===== src/rtl/core/stq_pkg.sv =====
// Types and codes shared by the sorted timer queue modules.
`timescale 1ns / 1ps
package stq_pkg;

   localparam logic [2:0] ACT_TICK       = 3'd0;
   localparam logic [2:0] ACT_ALLOC      = 3'd1;
   localparam logic [2:0] ACT_FREE       = 3'd2;
   localparam logic [2:0] ACT_INIT       = 3'd3;
   localparam logic [2:0] ACT_ARM        = 3'd4;
   localparam logic [2:0] ACT_CANCEL     = 3'd5;
   localparam logic [2:0] ACT_CANCEL_ALL = 3'd6;

   localparam logic [1:0] KIND_REPLY  = 2'd0;
   localparam logic [1:0] KIND_EXPIRY = 2'd1;
   localparam logic [1:0] KIND_SWITCH = 2'd2;

   localparam logic [1:0] ST_FREE  = 2'd0;
   localparam logic [1:0] ST_ALLOC = 2'd1;
   localparam logic [1:0] ST_RUN   = 2'd2;

   localparam logic [31:0] DEADLINE_MAX = 32'hffff_ffff;

   typedef struct packed {
      logic [2:0]  action;
      logic [4:0]  slot;
      logic [31:0] delay;
      logic [3:0]  queue_id;
      logic [31:0] tag;
      logic        auto_cancel;
   } req_type;

   typedef struct packed {
      logic [1:0]  kind;
      logic        ok;
      logic [4:0]  slot_out;
      logic [3:0]  queue_out;
      logic [31:0] tag_out;
      logic        last;
   } rsp_type;

   typedef struct packed {
      req_type req;
      logic    slot_ok;
      logic    queue_ok;
   } cmd_type;

endpackage


===== src/rtl/core/stq_front.sv =====
// Input stage: range checks on each item and a two-entry command queue.
`timescale 1ns / 1ps
module stq_front #(
   parameter int NUM_TIMERS = 32,
   parameter int NUM_QUEUES = 16
) (
   input  logic             clock,
   input  logic             reset,
   input  logic             req_valid,
   output logic             req_stall,
   input  stq_pkg::req_type req_data,
   output logic             cmd_valid,
   output stq_pkg::cmd_type cmd,
   input  logic             cmd_pop
);
   import stq_pkg::*;

   cmd_type    mem_ff [2];
   logic       wp_ff, wp_in;
   logic       rp_ff, rp_in;
   logic [1:0] cnt_ff, cnt_in;
   logic       push, pop;
   cmd_type    entry;

   assign req_stall = (cnt_ff == 2'd2);
   assign cmd_valid = (cnt_ff != 2'd0);
   assign cmd       = mem_ff[rp_ff];
   assign push      = req_valid && !req_stall;
   assign pop       = cmd_pop && cmd_valid;

   always_comb begin
      entry.req      = req_data;
      entry.slot_ok  = (req_data.slot != 5'd0) && (7'(req_data.slot) < 7'(NUM_TIMERS));
      entry.queue_ok = 9'(req_data.queue_id) < 9'(NUM_QUEUES);
      wp_in  = push ? !wp_ff : wp_ff;
      rp_in  = pop ? !rp_ff : rp_ff;
      cnt_in = cnt_ff;
      if (push && !pop) begin
         cnt_in = cnt_ff + 2'd1;
      end else if (pop && !push) begin
         cnt_in = cnt_ff - 2'd1;
      end
   end

   always_ff @(posedge clock) begin
      if (reset) begin
         wp_ff  <= 1'b0;
         rp_ff  <= 1'b0;
         cnt_ff <= 2'd0;
      end else begin
         wp_ff  <= wp_in;
         rp_ff  <= rp_in;
         cnt_ff <= cnt_in;
      end
   end

   always_ff @(posedge clock) begin
      if (push) begin
         mem_ff[wp_ff] <= entry;
      end
   end

endmodule


===== src/rtl/core/stq_back.sv =====
// Command sequencer: slot tables, sorted list walks, tick expiry and result register.
`timescale 1ns / 1ps
module stq_back #(
   parameter int NUM_TIMERS = 32
) (
   input  logic             clock,
   input  logic             reset,
   input  logic             cmd_valid,
   input  stq_pkg::cmd_type cmd,
   output logic             cmd_pop,
   input  logic [5:0]       switch_slot,
   output logic             rsp_valid,
   input  logic             rsp_stall,
   output stq_pkg::rsp_type rsp_data
);
   import stq_pkg::*;

   localparam int SW = $clog2(NUM_TIMERS);

   localparam logic [4:0] S_IDLE       = 5'd0;
   localparam logic [4:0] S_DISP       = 5'd1;
   localparam logic [4:0] S_C0         = 5'd2;
   localparam logic [4:0] S_C_HEAD     = 5'd3;
   localparam logic [4:0] S_C_HEAD2    = 5'd4;
   localparam logic [4:0] S_C_WALK     = 5'd5;
   localparam logic [4:0] S_CDONE      = 5'd6;
   localparam logic [4:0] S_ARM0       = 5'd7;
   localparam logic [4:0] S_ARM_PRE    = 5'd8;
   localparam logic [4:0] S_ARM_WALK   = 5'd9;
   localparam logic [4:0] S_ARM_LINK   = 5'd10;
   localparam logic [4:0] S_ALLOC_SCAN = 5'd11;
   localparam logic [4:0] S_CA_SCAN    = 5'd12;
   localparam logic [4:0] S_TWALK      = 5'd13;
   localparam logic [4:0] S_TEND       = 5'd14;
   localparam logic [4:0] S_TSW        = 5'd15;
   localparam logic [4:0] S_REPLY      = 5'd16;

   logic [4:0]    state_ff, state_in;
   cmd_type       cmd_ff, cmd_in;
   logic [SW-1:0] idx_ff, idx_in;
   logic [SW-1:0] cur_ff, cur_in;
   logic [SW-1:0] prv_ff, prv_in;
   logic [SW-1:0] lsave_ff, lsave_in;
   logic [SW-1:0] head_ff, head_in;
   logic [31:0]   earliest_ff, earliest_in;
   logic [31:0]   count_ff, count_in;
   logic          ok_ff, ok_in;
   logic          ran_ff, ran_in;
   logic          ts_ff, ts_in;
   rsp_type       pend_ff, pend_in;
   logic          pend_v_ff, pend_v_in;
   logic          rsp_v_ff, rsp_v_in;
   rsp_type       rsp_ff, rsp_in;

   logic [1:0]    status_ff [NUM_TIMERS];
   logic          ac_ff [NUM_TIMERS];
   logic [31:0]   deadline_mem [NUM_TIMERS];
   logic [SW-1:0] link_mem [NUM_TIMERS];
   logic [3:0]    queue_mem [NUM_TIMERS];
   logic [31:0]   tag_mem [NUM_TIMERS];

   logic          st_we;
   logic [SW-1:0] st_wa;
   logic [1:0]    st_wd;
   logic          ac_we, ac_wd;
   logic          ln_we;
   logic [SW-1:0] ln_wa, ln_wd;
   logic          dl_we, init_we;

   logic          out_free, emit;
   rsp_type       emit_data;
   logic [1:0]    st_idx;
   logic [SW-1:0] link_cur, link_idx;
   logic [31:0]   dl_cur, dnew;
   logic          last_idx, due, is_sw;
   rsp_type       event_item, switch_item, reply_item;

   assign out_free  = !rsp_v_ff || !rsp_stall;
   assign rsp_valid = rsp_v_ff;
   assign rsp_data  = rsp_ff;

   assign st_idx   = status_ff[idx_ff];
   assign link_cur = (cur_ff == '0) ? '0 : link_mem[cur_ff];
   assign link_idx = link_mem[idx_ff];
   assign dl_cur   = (cur_ff == '0) ? DEADLINE_MAX : deadline_mem[cur_ff];
   assign dnew     = cmd_ff.req.delay + count_ff;
   assign last_idx = (idx_ff == SW'(NUM_TIMERS - 1));
   assign due      = (cur_ff != '0) && !(dl_cur > count_ff);
   assign is_sw    = (7'(switch_slot) == 7'(cur_ff));

   always_comb begin
      event_item           = '0;
      event_item.kind      = KIND_EXPIRY;
      event_item.slot_out  = 5'(cur_ff);
      event_item.queue_out = queue_mem[cur_ff];
      event_item.tag_out   = tag_mem[cur_ff];
      switch_item          = '0;
      switch_item.kind     = KIND_SWITCH;
      switch_item.slot_out = switch_slot[4:0];
      switch_item.last     = 1'b1;
      reply_item           = '0;
      reply_item.kind      = KIND_REPLY;
      reply_item.ok        = ok_ff;
      reply_item.slot_out  = (cmd_ff.req.action == ACT_ALLOC && ok_ff) ? 5'(idx_ff) : 5'd0;
      reply_item.last      = 1'b1;
   end

   always_comb begin
      state_in    = state_ff;
      cmd_in      = cmd_ff;
      idx_in      = idx_ff;
      cur_in      = cur_ff;
      prv_in      = prv_ff;
      lsave_in    = lsave_ff;
      head_in     = head_ff;
      earliest_in = earliest_ff;
      count_in    = count_ff;
      ok_in       = ok_ff;
      ran_in      = ran_ff;
      ts_in       = ts_ff;
      pend_in     = pend_ff;
      pend_v_in   = pend_v_ff;
      cmd_pop     = 1'b0;
      emit        = 1'b0;
      emit_data   = reply_item;
      st_we       = 1'b0;
      st_wa       = idx_ff;
      st_wd       = ST_FREE;
      ac_we       = 1'b0;
      ac_wd       = 1'b0;
      ln_we       = 1'b0;
      ln_wa       = idx_ff;
      ln_wd       = head_ff;
      dl_we       = 1'b0;
      init_we     = 1'b0;

      case (state_ff)
         S_IDLE: begin
            if (cmd_valid) begin
               cmd_pop  = 1'b1;
               cmd_in   = cmd;
               ok_in    = 1'b0;
               ts_in    = 1'b0;
               ran_in   = 1'b0;
               state_in = S_DISP;
               if (cmd.req.action == ACT_ALLOC) begin
                  idx_in = '0;
               end else if (cmd.req.action == ACT_CANCEL_ALL) begin
                  idx_in = SW'(1);
               end else begin
                  idx_in = SW'(cmd.req.slot);
               end
            end
         end
         S_DISP: begin
            case (cmd_ff.req.action)
               ACT_TICK: begin
                  count_in = count_ff + 32'd1;
                  cur_in   = head_ff;
                  state_in = (earliest_ff > count_ff + 32'd1) ? S_IDLE : S_TWALK;
               end
               ACT_ALLOC: state_in = S_ALLOC_SCAN;
               ACT_FREE, ACT_ARM, ACT_CANCEL: begin
                  state_in = cmd_ff.slot_ok ? S_C0 : S_REPLY;
               end
               ACT_INIT: begin
                  if (cmd_ff.slot_ok && cmd_ff.queue_ok) begin
                     init_we = 1'b1;
                     ac_we   = 1'b1;
                     ac_wd   = cmd_ff.req.auto_cancel;
                     ok_in   = 1'b1;
                  end
                  state_in = S_REPLY;
               end
               ACT_CANCEL_ALL: state_in = S_CA_SCAN;
               default: state_in = S_REPLY;
            endcase
         end
         S_C0: begin
            ran_in   = (st_idx == ST_RUN);
            lsave_in = link_idx;
            cur_in   = head_ff;
            if (st_idx == ST_RUN) begin
               state_in = (head_ff == idx_ff) ? S_C_HEAD : S_C_WALK;
            end else if (cmd_ff.req.action == ACT_ARM && st_idx == ST_FREE) begin
               state_in = S_REPLY;
            end else begin
               state_in = S_CDONE;
            end
         end
         S_C_HEAD: begin
            head_in  = lsave_ff;
            cur_in   = lsave_ff;
            state_in = S_C_HEAD2;
         end
         S_C_HEAD2: begin
            earliest_in = dl_cur;
            state_in    = S_CDONE;
         end
         S_C_WALK: begin
            if (link_cur == idx_ff) begin
               ln_we    = 1'b1;
               ln_wa    = cur_ff;
               ln_wd    = lsave_ff;
               state_in = S_CDONE;
            end else begin
               cur_in = link_cur;
            end
         end
         S_CDONE: begin
            case (cmd_ff.req.action)
               ACT_FREE: begin
                  st_we    = 1'b1;
                  st_wd    = ST_FREE;
                  ok_in    = 1'b1;
                  state_in = S_REPLY;
               end
               ACT_CANCEL: begin
                  st_we    = ran_ff;
                  st_wd    = ST_ALLOC;
                  ok_in    = ran_ff;
                  state_in = S_REPLY;
               end
               ACT_ARM: state_in = S_ARM0;
               ACT_CANCEL_ALL: begin
                  st_we = 1'b1;
                  st_wd = ST_FREE;
                  ok_in = 1'b1;
                  if (last_idx) begin
                     state_in = S_REPLY;
                  end else begin
                     idx_in   = idx_ff + SW'(1);
                     state_in = S_CA_SCAN;
                  end
               end
               default: state_in = S_REPLY;
            endcase
         end
         S_ARM0: begin
            dl_we = 1'b1;
            st_we = 1'b1;
            st_wd = ST_RUN;
            if (dnew <= earliest_ff) begin
               ln_we       = 1'b1;
               ln_wa       = idx_ff;
               ln_wd       = head_ff;
               head_in     = idx_ff;
               earliest_in = dnew;
               ok_in       = 1'b1;
               state_in    = S_REPLY;
            end else begin
               cur_in   = head_ff;
               state_in = S_ARM_PRE;
            end
         end
         S_ARM_PRE: begin
            prv_in   = cur_ff;
            cur_in   = link_cur;
            state_in = S_ARM_WALK;
         end
         S_ARM_WALK: begin
            if (cur_ff == '0 || dnew <= dl_cur) begin
               ln_we    = 1'b1;
               ln_wa    = prv_ff;
               ln_wd    = idx_ff;
               state_in = S_ARM_LINK;
            end else begin
               prv_in = cur_ff;
               cur_in = link_cur;
            end
         end
         S_ARM_LINK: begin
            ln_we    = 1'b1;
            ln_wa    = idx_ff;
            ln_wd    = cur_ff;
            ok_in    = 1'b1;
            state_in = S_REPLY;
         end
         S_ALLOC_SCAN: begin
            if (st_idx == ST_FREE) begin
               st_we    = 1'b1;
               st_wd    = ST_ALLOC;
               ac_we    = 1'b1;
               ac_wd    = 1'b0;
               ok_in    = 1'b1;
               state_in = S_REPLY;
            end else if (last_idx) begin
               state_in = S_REPLY;
            end else begin
               idx_in = idx_ff + SW'(1);
            end
         end
         S_CA_SCAN: begin
            if (st_idx != ST_FREE && ac_ff[idx_ff] &&
                queue_mem[idx_ff] == cmd_ff.req.queue_id) begin
               state_in = S_C0;
            end else if (last_idx) begin
               state_in = S_REPLY;
            end else begin
               idx_in = idx_ff + SW'(1);
            end
         end
         S_TWALK: begin
            if (!due) begin
               head_in     = cur_ff;
               earliest_in = dl_cur;
               state_in    = S_TEND;
            end else if (is_sw) begin
               st_we  = 1'b1;
               st_wa  = cur_ff;
               st_wd  = ST_ALLOC;
               ts_in  = 1'b1;
               cur_in = link_cur;
            end else if (!pend_v_ff || out_free) begin
               emit      = pend_v_ff;
               emit_data = pend_ff;
               pend_in   = event_item;
               pend_v_in = 1'b1;
               st_we     = 1'b1;
               st_wa     = cur_ff;
               st_wd     = ST_ALLOC;
               cur_in    = link_cur;
            end
         end
         S_TEND: begin
            if (!pend_v_ff) begin
               state_in = ts_ff ? S_TSW : S_IDLE;
            end else if (out_free) begin
               emit           = 1'b1;
               emit_data      = pend_ff;
               emit_data.last = !ts_ff;
               pend_v_in      = 1'b0;
               state_in       = ts_ff ? S_TSW : S_IDLE;
            end
         end
         S_TSW: begin
            if (out_free) begin
               emit      = 1'b1;
               emit_data = switch_item;
               state_in  = S_IDLE;
            end
         end
         S_REPLY: begin
            if (out_free) begin
               emit      = 1'b1;
               emit_data = reply_item;
               state_in  = S_IDLE;
            end
         end
         default: state_in = S_IDLE;
      endcase

      rsp_v_in = emit || (rsp_v_ff && rsp_stall);
      rsp_in   = emit ? emit_data : rsp_ff;
   end

   always_ff @(posedge clock) begin
      if (reset) begin
         state_ff    <= S_IDLE;
         head_ff     <= '0;
         earliest_ff <= DEADLINE_MAX;
         count_ff    <= '0;
         pend_v_ff   <= 1'b0;
         rsp_v_ff    <= 1'b0;
         ok_ff       <= 1'b0;
         ran_ff      <= 1'b0;
         ts_ff       <= 1'b0;
      end else begin
         state_ff    <= state_in;
         head_ff     <= head_in;
         earliest_ff <= earliest_in;
         count_ff    <= count_in;
         pend_v_ff   <= pend_v_in;
         rsp_v_ff    <= rsp_v_in;
         ok_ff       <= ok_in;
         ran_ff      <= ran_in;
         ts_ff       <= ts_in;
      end
   end

   always_ff @(posedge clock) begin
      cmd_ff   <= cmd_in;
      idx_ff   <= idx_in;
      cur_ff   <= cur_in;
      prv_ff   <= prv_in;
      lsave_ff <= lsave_in;
      pend_ff  <= pend_in;
      rsp_ff   <= rsp_in;
   end

   always_ff @(posedge clock) begin
      if (reset) begin
         for (int i = 0; i < NUM_TIMERS; i++) begin
            status_ff[i] <= (i == 0) ? ST_RUN : ST_FREE;
            ac_ff[i]     <= 1'b0;
         end
      end else begin
         if (st_we) begin
            status_ff[st_wa] <= st_wd;
         end
         if (ac_we) begin
            ac_ff[idx_ff] <= ac_wd;
         end
      end
   end

   always_ff @(posedge clock) begin
      if (ln_we) begin
         link_mem[ln_wa] <= ln_wd;
      end
      if (dl_we) begin
         deadline_mem[idx_ff] <= dnew;
      end
      if (init_we) begin
         queue_mem[idx_ff] <= cmd_ff.req.queue_id;
         tag_mem[idx_ff]   <= cmd_ff.req.tag;
      end
   end

endmodule


===== src/rtl/core/sorted_timer_queue_core.sv =====
// Sorted timer queue top level: switch slot register, command queue and sequencer.
//
//  channel   direction  handshake            payload
//  req_      in         req_valid/req_stall  stq_pkg::req_type
//  rsp_      out        rsp_valid/rsp_stall  stq_pkg::rsp_type
//  csr_      in         csr_we               switch slot, 6 bits
//
// init and bad commands go straight to the reply; arm, cancel and free may walk
// the sorted list, one linked slot a cycle; alloc and cancel_all scan the slot
// table one slot a cycle, cancel_all adding a list walk per slot hit. A tick
// walks the due slots from the head of the list.
// Reset is synchronous; the slot tables need no clearing pass.
// A two-entry command queue takes items while a result waits on rsp_stall.
`timescale 1ns / 1ps
module sorted_timer_queue_core #(
   parameter int NUM_TIMERS = 32,
   parameter int NUM_QUEUES = 16
) (
   input  logic             clock,
   input  logic             reset,
   input  logic             req_valid,
   output logic             req_stall,
   input  stq_pkg::req_type req_data,
   output logic             rsp_valid,
   input  logic             rsp_stall,
   output stq_pkg::rsp_type rsp_data,
   input  logic             csr_we,
   input  logic [5:0]       csr_wdata
);
   import stq_pkg::*;

   logic [5:0] switch_ff;
   logic       cmd_valid, cmd_pop;
   cmd_type    cmd;

   always_ff @(posedge clock) begin
      if (reset) begin
         switch_ff <= 6'd32;
      end else if (csr_we) begin
         switch_ff <= csr_wdata;
      end
   end

   stq_front #(
      .NUM_TIMERS (NUM_TIMERS),
      .NUM_QUEUES (NUM_QUEUES)
   ) u_front (
      .clock     (clock),
      .reset     (reset),
      .req_valid (req_valid),
      .req_stall (req_stall),
      .req_data  (req_data),
      .cmd_valid (cmd_valid),
      .cmd       (cmd),
      .cmd_pop   (cmd_pop)
   );

   stq_back #(
      .NUM_TIMERS (NUM_TIMERS)
   ) u_back (
      .clock       (clock),
      .reset       (reset),
      .cmd_valid   (cmd_valid),
      .cmd         (cmd),
      .cmd_pop     (cmd_pop),
      .switch_slot (switch_ff),
      .rsp_valid   (rsp_valid),
      .rsp_stall   (rsp_stall),
      .rsp_data    (rsp_data)
   );

endmodule


===== config.mk =====
export PLATFORM = sky130hd
export DESIGN_NAME = sorted_timer_queue_core
export DESIGN_NICKNAME = d
export VERILOG_FILES = /design/src/rtl/core/stq_pkg.sv /design/src/rtl/core/stq_front.sv /design/src/rtl/core/stq_back.sv /design/src/rtl/core/sorted_timer_queue_core.sv
export SDC_FILE = /design/constraint.sdc
export NUM_CORES = 2
export LEC_CHECK = 0
export BUFFER_PORTS_ARGS = -buffer_cell sky130_fd_sc_hd__buf_2
export CORE_MARGIN = 2
export CORE_UTILIZATION = 50
export DETAILED_ROUTE_END_ITERATION = 10
export PLACE_DENSITY = 0.65
export REMOVE_ABC_BUFFERS = 1
export SLEW_MARGIN = 25
export SYNTH_ARGS = -nofsm -noshare
export SYNTH_HDL_FRONTEND = slang
export SYNTH_SLANG_ARGS = --single-unit

===== constraint.sdc =====
create_clock -name clock -period 12.7 [get_ports clock]
set_clock_uncertainty 0.2 [all_clocks]
set_input_delay 2.54 -clock clock [delete_from_list [all_inputs] [get_ports clock]]
set_output_delay 2.54 -clock clock [all_outputs]
set_load 0.02 [all_outputs]

==> run metrics <==
drt pass-1 iters=6; top cells by area, synth=edfxtp_1 70%, mux4_2 16%, ha_1 1.7%, dfxtp_1 1.7%, mux2_2 1.1%; core area=235,000 sq um; CTS tree=built; Crit Path Max Fanout=84; port bufs=134; synthesized area per cell=19.5 sq um; dpl hpwl=167 mm; vias in the first global route=61,646; vias per std cell=6.41; Die Area=241,000 sq um; largest net degree at the start of global routing=156; Seq cells post-synth=2,867; GRT Util Overall=25.9%; wire per inst=32.4 um; CTS Hold Buffers Added=0; YS warnings=0; DRC Markers=0; Final Hold Violating Endpoints=0; Max Slew Vio Count=0; sequential cell area=85,100 sq um; Hold EP=u_back.earliest_ff[12]$_SDFFE_PP1P_; CTS sink count=2,867; first-pass GRT wire length=448 mm; RSZ-0062 raised after global routing=no; TNS Setup=0 ns; Final Cycle Share=66.1%; H-tree Lvls=5; Cells after Synth=6,078; area share of the largest cell type after synthesis=70.2%; Vias=62,388; top_reg_cell synth=edfxtp_1; antenna violations before repair=11; Nets=6,619; worst r2r path cells=20; initial core utilization=50.3%; crit path time final=8.39 ns; CTS resizes=0; Overflow after GRT=0; Required @ worst endpoint=13.13 ns; P&R area growth vs syn=12.8%; Slew @ Worst Pin=1.10 ns; final setup fails=0; final WL=315 mm; I/O pin total=135; Multi-input gate area=32,400 sq um; worst setup path class=flip-flop to flip-flop; share of synthesized registers carrying an async set or reset=0%; Commonest cells post-synth=2,767 x edfxtp_1, 828 x mux4_2, 283 x nor2_1, 240 x clkbuf_1, 228 x nand2_1; clock-pin slew on the worst setup and hold paths=0.06 ns; Clock Latency Late Sink=0.95 ns; arrival time worst endpoint=8.82 ns; final antenna-violating net count=0; Final Non-Filler Cells=9,739; Seq/Total Area, Yosys=71.8%; Post-synth EDFFs=2,767; die span in y=491 um; largest area contributor in the netlist=edfxtp_1; Num CTS Buffers=309; R2R Setup Slk=4.31 ns; Hold/Removal Path Class=flip-flop to flip-flop; power per standard cell area=217 nW/um^2; FF-to-FF End=u_back.rsp_data[42]$_DFFE_PP_; placed insts=9,202; share of post-route cells with drive strength above 1=27.7%; Hold Crit Start=u_back.earliest_ff[12]$_SDFFE_PP1P_; Lkg Pwr=0.0424 uW; chip width=491 um; Max Freq=119 MHz; GP Congestion=0.882; Initial DRC Count=8,513; Hold WS=0.304 ns; element type at the critical path end=flip-flop; startpoint types=flip-flop; Yosys cell types=79; max_slew headroom=26.7%; Core Rows=178; Peak VDD IR=0.163 mV; largest buffer count on any clock path=4; buffer count from post-CTS setup fixing=0; Mapped Area=118,000 sq um; status=finished clean; CTS root buffer=clkbuf_16; count leader, synth=edfxtp_1; Hold Path Depth=1; Filler Cells Inserted=17,372; Max-Cap Viols=0
## through the flow
stage          util, %  area [sq um]  power, uW  setup WS, ns
2_1_floorplan        -        117000      19300         -4.43
3_3_place_gp      52.7        124000      20400          4.12
3_5_place_dp      52.7        124000      20500          4.16
4_1_cts           56.7        134000      29100          4.20
5_1_grt           56.8        134000      30100          3.77
6_report          56.8        134000      29000          4.31
## state kept, by name, summed over array words and instances, names as in the netlist, 5 cells and up, named ones only
name,count
switch_ff,6
u_front.mem_ff,156
u_back.queue_mem,128
u_back.rsp_data,45
u_back.state_ff,5
u_back.cur_ff,5
u_back.ac_ff,32
u_back.status_ff,64
u_back.cmd_ff,73
u_back.link_mem,160
u_back.tag_mem,1024
u_back.earliest_ff,32
u_back.lsave_ff,5
u_back.count_ff,32
u_back.head_ff,5
u_back.prv_ff,5
u_back.deadline_mem,1024
u_back.idx_ff,5
u_back.pend_ff,41
## placed cells by master (no fill, tap or decap), types with 24 or more instances in the layout
cell | synthesis | routed
mux2_2 | 118 | 118
nand4_1 | 36 | 36
xnor2_1 | 85 | 67
nand2b_1 | 24 | 24
a22oi_1 | 45 | 45
nor2_4 | 0 | 66
clkinv_2 | 0 | 45
clkbuf_16 | 0 | 312
buf_2 | 12 | 133
clkinv_1 | 0 | 57
nor3_1 | 105 | 105
mux4_2 | 828 | 828
dfxtp_1 | 100 | 92
o21bai_1 | 72 | 71
a21o_1 | 43 | 42
nor2_1 | 283 | 215
ha_1 | 165 | 164
nor2b_1 | 62 | 61
o21ai_0 | 85 | 84
mux2i_1 | 26 | 26
a21oi_1 | 104 | 101
inv_1 | 129 | 126
edfxtp_1 | 2767 | 2767
bufinv_16 | 0 | 25
nand3_1 | 77 | 76
buf_4 | 4 | 174
clkbuf_1 | 240 | 68
nand2_1 | 228 | 228
a211oi_1 | 46 | 45
## metal layers
layer | up-vias | share of wire (%) | track usage, %
met5 | - | 0 | 0
met4 | 0 | 3.4 | 8.22
met3 | 588 | 8.6 | 4.24
met2 | 3250 | 48 | 41.1
met1 | 32979 | 40 | 37.1
li1 | 25571 | - | -
## report_power, final
part / switching (uW) / internal (uW) / leakage, uW
registers: 564 / 11600 / 0.0259
logic: 4620 / 3640 / 0.0119
clock network: 3560 / 5020 / 0.00465
## worst max path at each step
stage | cells after the start | slack (ns) | end | startpoint
final | 20 | 4.31 | u_back.rsp_data[42]$_DFFE_PP_ | flip-flop
after global routing | 20 | 3.77 | u_back.rsp_data[42]$_DFFE_PP_ | flip-flop
after CTS | 24 | 4.20 | u_back.link_mem[17][3]$_DFFE_PP_ | u_back.count_ff[1]$_SDFFE_PP0P_
after detailed placement | 24 | 4.16 | u_back.link_mem[16][1]$_DFFE_PP_ | u_back.count_ff[1]$_SDFFE_PP0P_
after global placement | 20 | 4.12 | u_back.rsp_data[42]$_DFFE_PP_ | flip-flop
after floorplan | 15 | -4.43 | u_back.earliest_ff[0]$_SDFFE_PP1P_ | flip-flop
## critical path: stages, from the launching register on
cell,delay (ns)
dfxtp_4,0.75
buf_12,0.53
buf_4,0.55
mux4_2,0.57
mux4_2,0.48
nand2_1,0.08
nand3_1,0.22
ha_1,0.41
nand2_1,0.09
nor2_1,0.05
a211oi_1,0.20
o21ai_0,0.12
a2111oi_1,0.88
a22oi_1,0.23
buf_4,0.24
or2_2,0.36
nor2_1,0.19
nand2_1,0.11
inv_2,0.72
buf_4,0.63
nor2_1,0.11
## area by class of cell
| class | count | area share [%] |
|---|---|---|
| diodes | 3 | 0.00562 |
| clock buffers | 382 | 6.05 |
| clock inverters | 150 | 1.08 |
| inverters | 130 | 0.367 |
| multi-input cells | 2739 | 24.2 |
| flip-flops and latches | 2867 | 63.7 |
| well taps | 3150 | 2.95 |
| repair buffers | 318 | 1.61 |
## logic make-up after synthesis
group	Yosys count	share of synthesized area, %
flops	2867	71.8
mux	975	17.2
simple gates	951	3.82
compound gates	546	3.15
buf+inv	472	1.53
fa+ha+maj	166	1.76
xor+xnor	101	0.747
(Power assumes the default switching activity.)
